**config.mk**
```make
export PLATFORM = sky130hd
export DESIGN_NAME = battery_level_monitor
export DESIGN_NICKNAME = d
export VERILOG_FILES = /design/src/hw/rtl/blm_pkg.sv /design/src/hw/rtl/battery_level_monitor.sv /design/src/hw/rtl/blm_hist_mem.sv /design/src/hw/rtl/blm_avg_div.sv /design/src/hw/rtl/blm_seq.sv
export SDC_FILE = /design/constraint.sdc
export NUM_CORES = 1
export LEC_CHECK = 0
export BUFFER_PORTS_ARGS = -buffer_cell sky130_fd_sc_hd__buf_4
export CAP_MARGIN = 40
export CELL_PAD_IN_SITES_DETAIL_PLACEMENT = 0
export CELL_PAD_IN_SITES_GLOBAL_PLACEMENT = 1
export CORE_MARGIN = 5
export CORE_UTILIZATION = 55
export CTS_CLUSTER_SIZE = 10
export DETAILED_ROUTE_END_ITERATION = 12
export GPL_ROUTABILITY_DRIVEN = 0
export GPL_TIMING_DRIVEN = 0
export PLACE_DENSITY_LB_ADDON = 0.1
export SYNTH_ARGS = -nofsm -noshare
export SYNTH_HDL_FRONTEND = slang
export SYNTH_SLANG_ARGS = --single-unit
```
**constraint.sdc**
```tcl
create_clock -name clk -period 18.6 [get_ports clk]
set_clock_uncertainty 0.1 [all_clocks]
set_input_delay 0.93 -clock clk [delete_from_list [all_inputs] [get_ports clk]]
set_output_delay 0.93 -clock clk [all_outputs]
set_load 0.02 [all_outputs]
```
**src/hw/rtl/blm_pkg.sv**
```systemverilog
// blm_pkg: shared widths, reset values, codes and item types of the battery level monitor
// no dependencies; imported by every module of the block
package blm_pkg;

  // field widths
  localparam int LEVEL_W  = 14;
  localparam int MV_W     = 13;
  localparam int MARGIN_W = 10;
  localparam int LED_W    = 2;

  // history default depth
  localparam int HISTORY_DEPTH_DEF = 15;

  // level code meaning "nothing shown yet"
  localparam logic [LEVEL_W-1:0] UNSET_LEVEL = LEVEL_W'(10001);

  // register reset values
  localparam logic [MV_W-1:0]     PRESENT_MV_RST  = MV_W'(1500);
  localparam logic [MV_W-1:0]     EXTERNAL_MV_RST = MV_W'(4300);
  localparam logic [LEVEL_W-1:0]  LOW_ENTER_RST   = LEVEL_W'(1000);
  localparam logic [LEVEL_W-1:0]  LOW_EXIT_RST    = LEVEL_W'(1500);
  localparam logic [MARGIN_W-1:0] FALL_MARGIN_RST = MARGIN_W'(100);

  // configuration port
  localparam int NUM_REGS = 5;
  localparam int PADDR_W  = $clog2(NUM_REGS) + 2;
  localparam int PDATA_W  = 32;

  typedef enum logic [PADDR_W-3:0] {
    REG_PRESENT_MV  = 3'd0,
    REG_EXTERNAL_MV = 3'd1,
    REG_LOW_ENTER   = 3'd2,
    REG_LOW_EXIT    = 3'd3,
    REG_FALL_MARGIN = 3'd4
  } blm_reg_t;

  // led pattern codes
  localparam logic [LED_W-1:0] LED_PULSE  = 2'd0;
  localparam logic [LED_W-1:0] LED_SOLID  = 2'd1;
  localparam logic [LED_W-1:0] LED_LOW    = 2'd2;
  localparam logic [LED_W-1:0] LED_ACTIVE = 2'd3;

  // one battery sample
  typedef struct packed {
    logic [LEVEL_W-1:0] level;
    logic [MV_W-1:0]    millivolts;
    logic               docked;
    logic               charging;
    logic               charged;
  } blm_sample_t;

  // one result item
  typedef struct packed {
    logic               battery_present;
    logic               external_power;
    logic               power_off_request;
    logic               low_battery;
    logic [LEVEL_W-1:0] reported_level;
    logic               power_source;
    logic [LED_W-1:0]   led_pattern;
    logic               first_sample;
  } blm_result_t;

  // average handed from the sequencer to the result logic
  typedef struct packed {
    logic               valid;
    logic [LEVEL_W-1:0] value;
  } blm_avg_t;

endpackage

```
**src/hw/rtl/battery_level_monitor.sv**
```systemverilog
// battery_level_monitor: top level with configuration registers, flags and result register
// depends on blm_pkg and blm_seq
//
// Takes one battery sample at a time and returns one result item per sample. After a
// sample is accepted, the history memory is read one entry per cycle through its single
// read port, then come a drain state, a state that writes the sample back and starts the
// divide, a wait for the quotient and the hand-off to the output register once the output
// side is free; only then can the next sample be taken. The sum is divided by
// HISTORY_DEPTH + 1 with a shift when that is a power of two, else with one reciprocal
// multiply. A finished result waits in the output register while the next sample is
// processed. Configuration registers sit at byte addresses 0, 4, 8, 12 and 16 and are
// to be written only while no sample is in work.
module battery_level_monitor import blm_pkg::*; #(
  parameter int HISTORY_DEPTH = HISTORY_DEPTH_DEF
) (
  input  logic               clk,
  input  logic               rst,
  input  logic               sample_valid,
  output logic               sample_stall,
  input  blm_sample_t        sample,
  output logic               result_valid,
  input  logic               result_stall,
  output blm_result_t        result,
  input  logic               psel,
  input  logic               penable,
  input  logic               pwrite,
  input  logic [PADDR_W-1:0] paddr,
  input  logic [PDATA_W-1:0] pwdata,
  output logic [PDATA_W-1:0] prdata,
  output logic               pready
);

  logic [MV_W-1:0]     present_mv;
  logic [MV_W-1:0]     external_mv;
  logic [LEVEL_W-1:0]  low_enter_level;
  logic [LEVEL_W-1:0]  low_exit_level;
  logic [MARGIN_W-1:0] fall_margin;

  logic                busy;
  blm_sample_t         cur;
  logic [LEVEL_W:0]    shown_level;
  logic                low_flag;
  logic                started;
  blm_avg_t            avg;
  logic                accept;
  logic                take;

  logic                present;
  logic                external;
  logic                low_next;
  logic [LEVEL_W:0]    avg_margin;
  logic [LEVEL_W:0]    shown_next;
  logic [LED_W-1:0]    led;
  logic [PADDR_W-3:0]  reg_idx;

  assign accept       = sample_valid && !sample_stall;
  assign sample_stall = busy;
  assign take         = avg.valid && (!result_valid || !result_stall);
  assign pready       = 1'b1;
  assign reg_idx      = paddr[PADDR_W-1:2];

  blm_seq #(
    .HISTORY_DEPTH (HISTORY_DEPTH)
  ) u_seq (
    .clk     (clk),
    .rst     (rst),
    .start   (accept),
    .level   (sample.level),
    .take    (take),
    .avg_out (avg)
  );

  // register writes
  always_ff @(posedge clk) begin
    if (rst) begin
      present_mv      <= PRESENT_MV_RST;
      external_mv     <= EXTERNAL_MV_RST;
      low_enter_level <= LOW_ENTER_RST;
      low_exit_level  <= LOW_EXIT_RST;
      fall_margin     <= FALL_MARGIN_RST;
    end else if (psel && penable && pwrite && pready) begin
      case (reg_idx)
        REG_PRESENT_MV:  present_mv      <= pwdata[MV_W-1:0];
        REG_EXTERNAL_MV: external_mv     <= pwdata[MV_W-1:0];
        REG_LOW_ENTER:   low_enter_level <= pwdata[LEVEL_W-1:0];
        REG_LOW_EXIT:    low_exit_level  <= pwdata[LEVEL_W-1:0];
        REG_FALL_MARGIN: fall_margin     <= pwdata[MARGIN_W-1:0];
        default: ;
      endcase
    end
  end

  // register reads
  always_comb begin
    case (reg_idx)
      REG_PRESENT_MV:  prdata = PDATA_W'(present_mv);
      REG_EXTERNAL_MV: prdata = PDATA_W'(external_mv);
      REG_LOW_ENTER:   prdata = PDATA_W'(low_enter_level);
      REG_LOW_EXIT:    prdata = PDATA_W'(low_exit_level);
      REG_FALL_MARGIN: prdata = PDATA_W'(fall_margin);
      default:         prdata = '0;
    endcase
  end

  // voltage flags and low flag hysteresis
  always_comb begin
    present  = cur.millivolts > present_mv;
    external = cur.millivolts > external_mv;
    if (!low_flag && cur.level < low_enter_level) begin
      low_next = 1'b1;
    end else if (low_flag && cur.level > low_exit_level) begin
      low_next = 1'b0;
    end else begin
      low_next = low_flag;
    end
  end

  // reported level falls only past the margin, rises freely
  always_comb begin
    avg_margin = (LEVEL_W+1)'(avg.value) + (LEVEL_W+1)'(fall_margin);
    if (avg_margin < shown_level) begin
      shown_next = avg_margin;
    end else if ((LEVEL_W+1)'(avg.value) > shown_level) begin
      shown_next = (LEVEL_W+1)'(avg.value);
    end else begin
      shown_next = shown_level;
    end
  end

  // led priority
  always_comb begin
    if (cur.charging) begin
      led = LED_PULSE;
    end else if (cur.charged) begin
      led = LED_SOLID;
    end else if (external) begin
      led = LED_PULSE;
    end else if (low_next) begin
      led = LED_LOW;
    end else begin
      led = LED_ACTIVE;
    end
  end

  // item in work and per-sample state
  always_ff @(posedge clk) begin
    if (rst) begin
      busy        <= 1'b0;
      shown_level <= (LEVEL_W+1)'(UNSET_LEVEL);
      low_flag    <= 1'b0;
      started     <= 1'b0;
    end else begin
      if (accept) begin
        busy <= 1'b1;
      end else if (take) begin
        busy <= 1'b0;
      end
      if (take) begin
        shown_level <= shown_next;
        low_flag    <= low_next;
        started     <= 1'b1;
      end
    end
  end

  always_ff @(posedge clk) begin
    if (accept) begin
      cur <= sample;
    end
  end

  // output register
  always_ff @(posedge clk) begin
    if (rst) begin
      result_valid <= 1'b0;
    end else if (take) begin
      result_valid <= 1'b1;
    end else if (result_valid && !result_stall) begin
      result_valid <= 1'b0;
    end
  end

  always_ff @(posedge clk) begin
    if (take) begin
      result.battery_present   <= present;
      result.external_power    <= external;
      result.power_off_request <= (present && cur.level == '0) || cur.docked;
      result.low_battery       <= low_next;
      result.reported_level    <= shown_next[LEVEL_W-1:0];
      result.power_source      <= cur.charging || cur.charged || external;
      result.led_pattern       <= led;
      result.first_sample      <= !started;
    end
  end

endmodule

```
**src/hw/rtl/blm_hist_mem.sv**
```systemverilog
// blm_hist_mem: history sample memory, one write and one registered read port
// depends on blm_pkg for the sample width
module blm_hist_mem import blm_pkg::*; #(
  parameter int DEPTH  = HISTORY_DEPTH_DEF,
  parameter int ADDR_W = 4
) (
  input  logic               clk,
  input  logic               wr_en,
  input  logic [ADDR_W-1:0]  wr_addr,
  input  logic [LEVEL_W-1:0] wr_data,
  input  logic               rd_en,
  input  logic [ADDR_W-1:0]  rd_addr,
  output logic [LEVEL_W-1:0] rd_data
);

  logic [LEVEL_W-1:0] mem [DEPTH];

  // write port
  always_ff @(posedge clk) begin
    if (wr_en) begin
      mem[wr_addr] <= wr_data;
    end
  end

  // read port, registered
  always_ff @(posedge clk) begin
    if (rd_en) begin
      rd_data <= mem[rd_addr];
    end
  end

endmodule

```
**src/hw/rtl/blm_avg_div.sv**
```systemverilog
// blm_avg_div: divides the history sum by a fixed divisor
// shift for a power-of-two divisor, else one reciprocal multiply; uses blm_pkg
module blm_avg_div import blm_pkg::*; #(
  parameter int DIVISOR = HISTORY_DEPTH_DEF + 1,
  parameter int SUM_W   = 18
) (
  input  logic               clk,
  input  logic               rst,
  input  logic               start,
  input  logic [SUM_W-1:0]   dividend,
  output logic               done,
  output logic [LEVEL_W-1:0] quotient
);

  localparam bit IS_POW2 = (DIVISOR & (DIVISOR - 1)) == 0;
  localparam int SHIFT   = $clog2(DIVISOR);

  // quotient ready in the cycle after start
  always_ff @(posedge clk) begin
    if (rst) begin
      done <= 1'b0;
    end else begin
      done <= start;
    end
  end

  if (IS_POW2) begin : g_shift
    // plain shift
    always_ff @(posedge clk) begin
      if (start) begin
        quotient <= dividend[SHIFT +: LEVEL_W];
      end
    end
  end else begin : g_recip
    // ceil(2^(SUM_W+SHIFT) / DIVISOR) is exact for every SUM_W-bit sum
    localparam int RSH = SUM_W + SHIFT;
    localparam int RW  = SUM_W + 1;
    localparam int PW  = SUM_W + RW;
    localparam longint unsigned RECIP_FULL =
      ((64'd1 << RSH) + 64'(DIVISOR) - 64'd1) / 64'(DIVISOR);
    localparam logic [RW-1:0] RECIP = RW'(RECIP_FULL);

    logic [PW-1:0] prod;

    assign prod = PW'(dividend) * PW'(RECIP);

    always_ff @(posedge clk) begin
      if (start) begin
        quotient <= prod[RSH +: LEVEL_W];
      end
    end
  end

endmodule

```
**src/hw/rtl/blm_seq.sv**
```systemverilog
// blm_seq: history pass sequencer; reads every entry, sums, divides, writes the sample back
// depends on blm_pkg, blm_hist_mem and blm_avg_div
module blm_seq import blm_pkg::*; #(
  parameter int HISTORY_DEPTH = HISTORY_DEPTH_DEF
) (
  input  logic               clk,
  input  logic               rst,
  input  logic               start,
  input  logic [LEVEL_W-1:0] level,
  input  logic               take,
  output blm_avg_t           avg_out
);

  localparam int ADDR_W    = (HISTORY_DEPTH > 1) ? $clog2(HISTORY_DEPTH) : 1;
  localparam int SUM_W     = $clog2((HISTORY_DEPTH + 1) * (2 ** LEVEL_W));
  // reciprocal scale exact for every level and divisors up to 64
  localparam int REC_SHIFT = LEVEL_W + 6;
  localparam int REC_W     = REC_SHIFT + 1;
  localparam int PROD_W    = LEVEL_W + REC_W;
  localparam logic [ADDR_W-1:0] LAST = ADDR_W'(HISTORY_DEPTH - 1);

  typedef enum logic [2:0] {
    S_IDLE,
    S_READ,
    S_DRAIN,
    S_DIV_GO,
    S_DIV_WAIT,
    S_DONE
  } state_t;

  state_t                   state;
  logic [ADDR_W-1:0]        cnt;
  logic [ADDR_W-1:0]        slot;
  logic [HISTORY_DEPTH-1:0] written;
  logic [LEVEL_W-1:0]       cur_level;
  logic [SUM_W-1:0]         acc;
  logic                     p1_valid;
  logic                     p1_written;
  logic [PROD_W-1:0]        p1_prod;
  logic [LEVEL_W-1:0]       term;
  logic [LEVEL_W-1:0]       avg;
  logic [LEVEL_W-1:0]       rd_data;
  logic                     div_done;
  logic [LEVEL_W-1:0]       div_quot;
  logic [REC_W-1:0]         recip_tab [HISTORY_DEPTH];

  // ceil(2^REC_SHIFT / (i+1)): level * entry >> REC_SHIFT is level / (i+1)
  for (genvar g = 0; g < HISTORY_DEPTH; g++) begin : g_recip
    localparam int unsigned Div = g + 1;
    localparam logic [REC_W-1:0] Recip = REC_W'(((1 << REC_SHIFT) + Div - 1) / Div);
    assign recip_tab[g] = Recip;
  end

  blm_hist_mem #(
    .DEPTH  (HISTORY_DEPTH),
    .ADDR_W (ADDR_W)
  ) u_mem (
    .clk     (clk),
    .wr_en   (state == S_DIV_GO),
    .wr_addr (slot),
    .wr_data (cur_level),
    .rd_en   (state == S_READ),
    .rd_addr (cnt),
    .rd_data (rd_data)
  );

  blm_avg_div #(
    .DIVISOR (HISTORY_DEPTH + 1),
    .SUM_W   (SUM_W)
  ) u_div (
    .clk      (clk),
    .rst      (rst),
    .start    (state == S_DIV_GO),
    .dividend (acc),
    .done     (div_done),
    .quotient (div_quot)
  );

  // stored sample if written, else the scaled-down current level
  assign term = p1_written ? rd_data : p1_prod[REC_SHIFT +: LEVEL_W];

  // control: one entry read per cycle, write-back once all reads are done
  always_ff @(posedge clk) begin
    if (rst) begin
      state    <= S_IDLE;
      cnt      <= '0;
      slot     <= '0;
      written  <= '0;
      p1_valid <= 1'b0;
    end else begin
      p1_valid <= (state == S_READ);
      case (state)
        S_IDLE: begin
          if (start) begin
            state <= S_READ;
            cnt   <= '0;
          end
        end
        S_READ: begin
          cnt <= (cnt == LAST) ? '0 : cnt + 1'b1;
          if (cnt == LAST) begin
            state <= S_DRAIN;
          end
        end
        S_DRAIN: begin
          state <= S_DIV_GO;
        end
        S_DIV_GO: begin
          written[slot] <= 1'b1;
          slot          <= (slot == LAST) ? '0 : slot + 1'b1;
          state         <= S_DIV_WAIT;
        end
        S_DIV_WAIT: begin
          if (div_done) begin
            state <= S_DONE;
          end
        end
        S_DONE: begin
          if (take) begin
            state <= S_IDLE;
          end
        end
        default: begin
          state <= S_IDLE;
        end
      endcase
    end
  end

  // datapath: reciprocal product stage, then accumulate
  always_ff @(posedge clk) begin
    if (start && state == S_IDLE) begin
      cur_level <= level;
      acc       <= SUM_W'(level);
    end else if (p1_valid) begin
      acc <= acc + SUM_W'(term);
    end
    p1_written <= written[cnt];
    p1_prod    <= PROD_W'(cur_level) * PROD_W'(recip_tab[cnt]);
    if (state == S_DIV_WAIT && div_done) begin
      avg <= div_quot;
    end
  end

  assign avg_out.valid = (state == S_DONE);
  assign avg_out.value = avg;

endmodule

```
== Yosys cells after proc, flatten, opt, wreduce, memory -nomap -nowiden ==
Memory sizes are Yosys's and may differ from the RTL's. A register that Yosys moved wholly into a read port is not among the register bits.
Index checks and enable logic that the tools add are counted.
Widths: inputs -> output; s select.
Storage, ports and cells
  memories: 2
  bits of input ports: 74
  register bits after elaboration: 258
  ROM bits: 336
  output and inout bits: 57
  memory bits (writable): 210
Memories
  (no name shown): depth 16, width 21, rd ports 1, clocked after memory_dff 0, write ports 0, line blm_seq.sv:139  | p1_prod <= PROD_W'(cur_level) * PROD_W'(recip_tab[cnt]);
  u_seq.u_mem.mem: depth 15, width 14, rd ports 1, clocked after memory_dff 1, write ports 1, line blm_hist_mem.sv:16  | logic [LEVEL_W-1:0] mem [DEPTH];
Operators by class
  $mul: 1
  multiplexer cells: 32
  equality and inequality tests: 15
  order comparisons: 10
  reductions and logical operators: 37
  add/sub/neg operators: 4
  bitwise gates (word level): 2
Operators by type and width (count)
  $pmux 14 s5: 1
  $mux 14: 3
  $mux 21: 2
  $mul 14x21->34: 1
  $mux 15: 2
  $gt 13x13->1: 2
  $add 18x14->18: 1
  $pmux 3 s6: 1
  $add 14x10->15: 1
  $gt 14x15->1: 1
  $lt 15x15->1: 1
  $or 15x15->15: 1
  $gt 14x14->1: 1
  $logic_not 14->1: 1
  $lt 14x14->1: 1
  $reduce_and 2->1: 7
  $mux 1: 13
  $eq 3x2->1 const B: 4
  $mux 3: 4
  $mux 4: 3
  $logic_and 1x1->1: 11
  $lt 4x5->1 const B: 2
  $reduce_bool 2->1: 5
  $eq 3x3->1 const B: 3
  16 further kinds: 29

== Logic depth before layout (Yosys ltp) ==
  word-level depth: 7
  depth in mapped cells: 31
  gate-level depth less buffers: 26

== Hierarchy ==
From an unflattened synthesis, not the netlist that was laid out.
Unflattened totals
  cell total of the unflattened synthesis: 2780
  area, all modules: 30596.8 sq um
By module, submodules not included
  blm_seq: sequential area each 2182.1 sq um, cells each 1457, times used 1, area an instance 13380.3 sq um
  blm_hist_mem: sequential area each 6726.5 sq um, cells each 409, times used 1, area an instance 8593.2 sq um
  battery_level_monitor: sequential area each 3223.1 sq um, cells each 898, times used 1, area an instance 8169.1 sq um
  blm_avg_div: sequential area each 440.4 sq um, cells each 16, times used 1, area an instance 454.2 sq um

== Least setup slack after synthesis ==
Ideal clock, no wire load.
  kind: reg2reg
  from: register u_seq.cnt[0]
  to: register u_seq.p1_prod[31]
  setup slack: 11.153 ns
  setup time: 0.122 ns
  clock period less this slack: 7.447 ns
  arrival: 7.225 ns
  stages on the path, launching flop included: 28
  data required time: 18.378 ns
  cell sequence: dfxtp_1 clkbuf_1 buf_1 inv_1 buf_1 ha_1 nor2b_1 a211o_1 clkbuf_1 and2_1 fa_1 inv_1 fa_1 inv_1 fa_1 fa_1 fa_1 inv_1 fa_1 inv_1 ha_1 nand4_1 or2_2 a21boi_0 o21ai_0 a31oi_1 nor4b_2 a311o_1
Between the ends
  word-level cells in the longest chain between the ends: 5
Ends and longest elaborated chain
  from (decl): line blm_seq.sv:32  | logic [ADDR_W-1:0] cnt;
  from (signal assigned): line blm_seq.sv:100  | cnt <= (cnt == LAST) ? '0 : cnt + 1'b1;
  $not 4->5 (implied by the code): line blm_seq.sv:139
  $mem_v2 16x21
  $mux 21 (implied by the code) (2 in series): line blm_seq.sv:139
  $mul 14x21->34: line blm_seq.sv:139
  to (signal assigned): line blm_seq.sv:139
  to (decl): line blm_seq.sv:39  | logic [PROD_W-1:0] p1_prod;
Every way passes these cells. The select of a mux whose other input is x is not followed.
A chain may end at the register's enable or synchronous reset.

== Worst setup path after layout ==
  from: register u_seq.cnt[0]
  to: register u_seq.p1_prod[29]
Same word-level chain as after synthesis.

==> flow_summary.toml <==
[finish]
final_util = 0.624
drive_gt1_frac = 0.105
layout.nets = 3428
antennaDiodeCount = 0
area_growth_pct = 12.2

[run_status]
status = "finished, final reports clean"

[sta]
post-route-period-util = 0.504
hold_viol = 0
fin_ws_ns = 9.22
tns_ns = 0
fmax_mhz = 107
slew_viol_final = 0
setup_viol = 0
relSlewSlack = 0.319
grt_setup_unrepaired = "false"
worst_slew_pin_slew_ns = 1.02
min_period_ns = 9.38

[global_routing]
gr-total-overflow = 0
grt_max_degree = 32
grt_usage = 0.277
grt_pass1_wl_mm = 127
grt_pass1_vias = 21600
antenna_found_initial = 3

[placed_design]
portBuffers = 90
dpl.hpwl_mm = 63.9
dp_slack_ns = 9.30

[min_path]
hold_class = "register to register"

[power_and_ir_drop]
p_comb_frac = 0.254
p_int_mw = 2.07
power_density_nw_per_um2 = 89.5
p_clk_frac = 0.331
swShare = 0.313
sequentialPowerShare = 0.415
switching_power_uw = 941
ir_drop_mv = 0.0765
cellLeakagePower_nw = 14.0
finalPower_mw = 3.01

[floorplanning]
io_pins = 131
die_h_um = 243
core_um2 = 53900
start_util = 0.556
dieArea_um2 = 59300
fp.dieW_um = 243
rows = 85

[clock_tree]
tritoncts = "built"
post_cts_resized = 0
cts_setup_buffers = 0
clk_pin_slew_ns = 0.06
cts.hold.buffers_added = 0
cts_made_buffers = 54
cts-root-buf = "clkbuf_16"
clock-sinks = 462
ctsLongestPathBuffers = 3
cts_htree_levels = 2
clk_latency_ns = 0.62

[setup_path]
cp_max_fo = 13
end_kind = "register"
required_ns = 19.00
start_kind = "register"
cpMaxStageDelayCell = "buf_1"
cp_common_cell = "fa_1"
path_class = "register to register"
slowest_delay_ns = 0.63
arrival_ns = 9.78

[synthesis]
synth_warnings = 0
ys_ff_latch = 462
seq_area_frac_synth = 0.419
synth-main-ff-cell = "edfxtp_1"
netlist_instances = 2726
netlist_area_um2 = 30000
synth_edf_count = 332
synthArstFlopShare = 0
synth.distinct_cells = 76
syn_avg_cell_area_um2 = 11.0

[route]
first_iter_violations = 1858
routedWlPerCell_um = 22.5
ant_nets = 0
avgViaCountPerCell = 5.79
drc = 0
vias = 21200
routed_wl_mm = 82.4
dr.pass1.iters = 6

[job]
cap_violations = 0
[power by group through the flow]
stage	Clock (mW)	Sequential [mW]	Combinational [mW]
6_report	0.995	1.25	0.764
5_1_grt	1.06	1.26	0.851
4_1_cts	1.01	1.25	0.755
3_5_place_dp	0	1.27	0.746
3_3_place_gp	0	1.27	0.723
2_1_floorplan	0	1.25	0.530
[cell usage in the layout (no fill, tap or decap), types with 22 or more instances in the layout]
cell type,Yosys,layout
a21o_1,34,34
a21oi_1,139,139
and2_1,108,108
and3_1,44,44
buf_4,19,124
clkbuf_1,107,144
clkbuf_16,0,55
dfxtp_1,130,130
edfxtp_1,332,332
fa_1,225,225
ha_1,207,207
inv_1,325,325
mux2i_1,41,41
mux4_2,47,47
nand2_1,365,365
nand3_1,22,22
nor2_1,121,118
o211ai_1,48,48
o21ai_0,75,75
xnor2_1,27,27
[flip-flops by register name, indices dropped and copies added, names as in the netlist, 15 cells and up]
| name | cells |
|---|---|
| cur | 30 |
| result | 22 |
| shown_level | 15 |
| u_seq.acc | 18 |
| u_seq.u_mem.mem | 210 |
| u_seq.written | 15 |
[layout make-up]
class / count / area [um^2]
clock buffer: 97 / 1570
multi-input combinational: 1805 / 15600
timing repair buffer: 123 / 1010
buffer: 150 / 644
clock inverter: 5 / 93.8
fill: 4455 / 20300
tap: 696 / 871
sequential: 462 / 12600
inverter: 326 / 1220
[critical path, delay by kind of cell (launching register included)]
family / cells / cell delay (ns)
flip-flops: 1 / 0.35
AO/OA/AOI/OAI: 4 / 1.00
multiplexers: 1 / 0.14
buffers and inverters: 10 / 2.87
adder cells (fa/ha/maj): 8 / 3.68
XOR/XNOR: 1 / 0.27
AND/OR/NAND/NOR: 5 / 0.82
[final timing paths]
path | slack, ns | endpoint | from | cells past startpoint
setup / recovery | 9.22 | u_seq.p1_prod[29] | u_seq.cnt[0] | 29
hold / removal | 0.32 | u_seq.avg[10] | u_seq.u_div.quotient[10] | 0
hold reg to reg | 0.32 | u_seq.avg[10] | u_seq.u_div.quotient[10] | 0
setup reg to reg | 9.22 | u_seq.p1_prod[29] | u_seq.cnt[0] | 29
[stage by stage]
| step | hold WS, ns | cells | area [um^2] |
|---|---|---|---|
| finish | 0.319 | 3664 | 33600 |
| CTS | 0.319 | 3663 | 33600 |
| global placement | 0.306 | 3529 | 31600 |
| global route | 0.321 | 3664 | 33600 |
| floorplan | 0.300 | 2743 | 30000 |
| detailed placement | 0.307 | 3561 | 32000 |
[cells by family (layout without fill, tap and decap cells)]
group / count (synthesis) / after routing / synth area share
XOR/XNOR: 46 / 46 / 0.0134
adder cells (fa/ha/maj): 432 / 432 / 0.237
AND/OR/NAND/NOR: 771 / 771 / 0.120
buffers and inverters: 476 / 701 / 0.0623
multiplexers: 108 / 108 / 0.0566
AO/OA/AOI/OAI: 429 / 429 / 0.0912
flip-flops: 462 / 462 / 0.419
other: 2 / 19 / 0.000251
[routing by layer]
layer / vias up / GRT usage / part of all wire
met5: - / 0 / 0
met4: 0 / 0.0836 / 0.033
met3: 145 / 0.0448 / 0.072
met2: 769 / 0.458 / 0.48
met1: 10600 / 0.382 / 0.42
li1: 9704 / - / -
[cells in the mapped netlist (34+ instances only)]
master / instances / area [um^2]
ha_1: 207 / 2590
a21o_1: 34 / 255
o21ai_0: 75 / 375
and2_1: 108 / 676
a21oi_1: 139 / 696
clkbuf_1: 107 / 402
nor2_1: 121 / 454
inv_1: 325 / 1220
mux2i_1: 41 / 410
fa_1: 225 / 4500
edfxtp_1: 332 / 9970
and3_1: 44 / 275
dfxtp_1: 130 / 2600
mux4_2: 47 / 1060
o211ai_1: 48 / 360
nand2_1: 365 / 1370
Note: power is estimated with default switching activity, not from simulation.
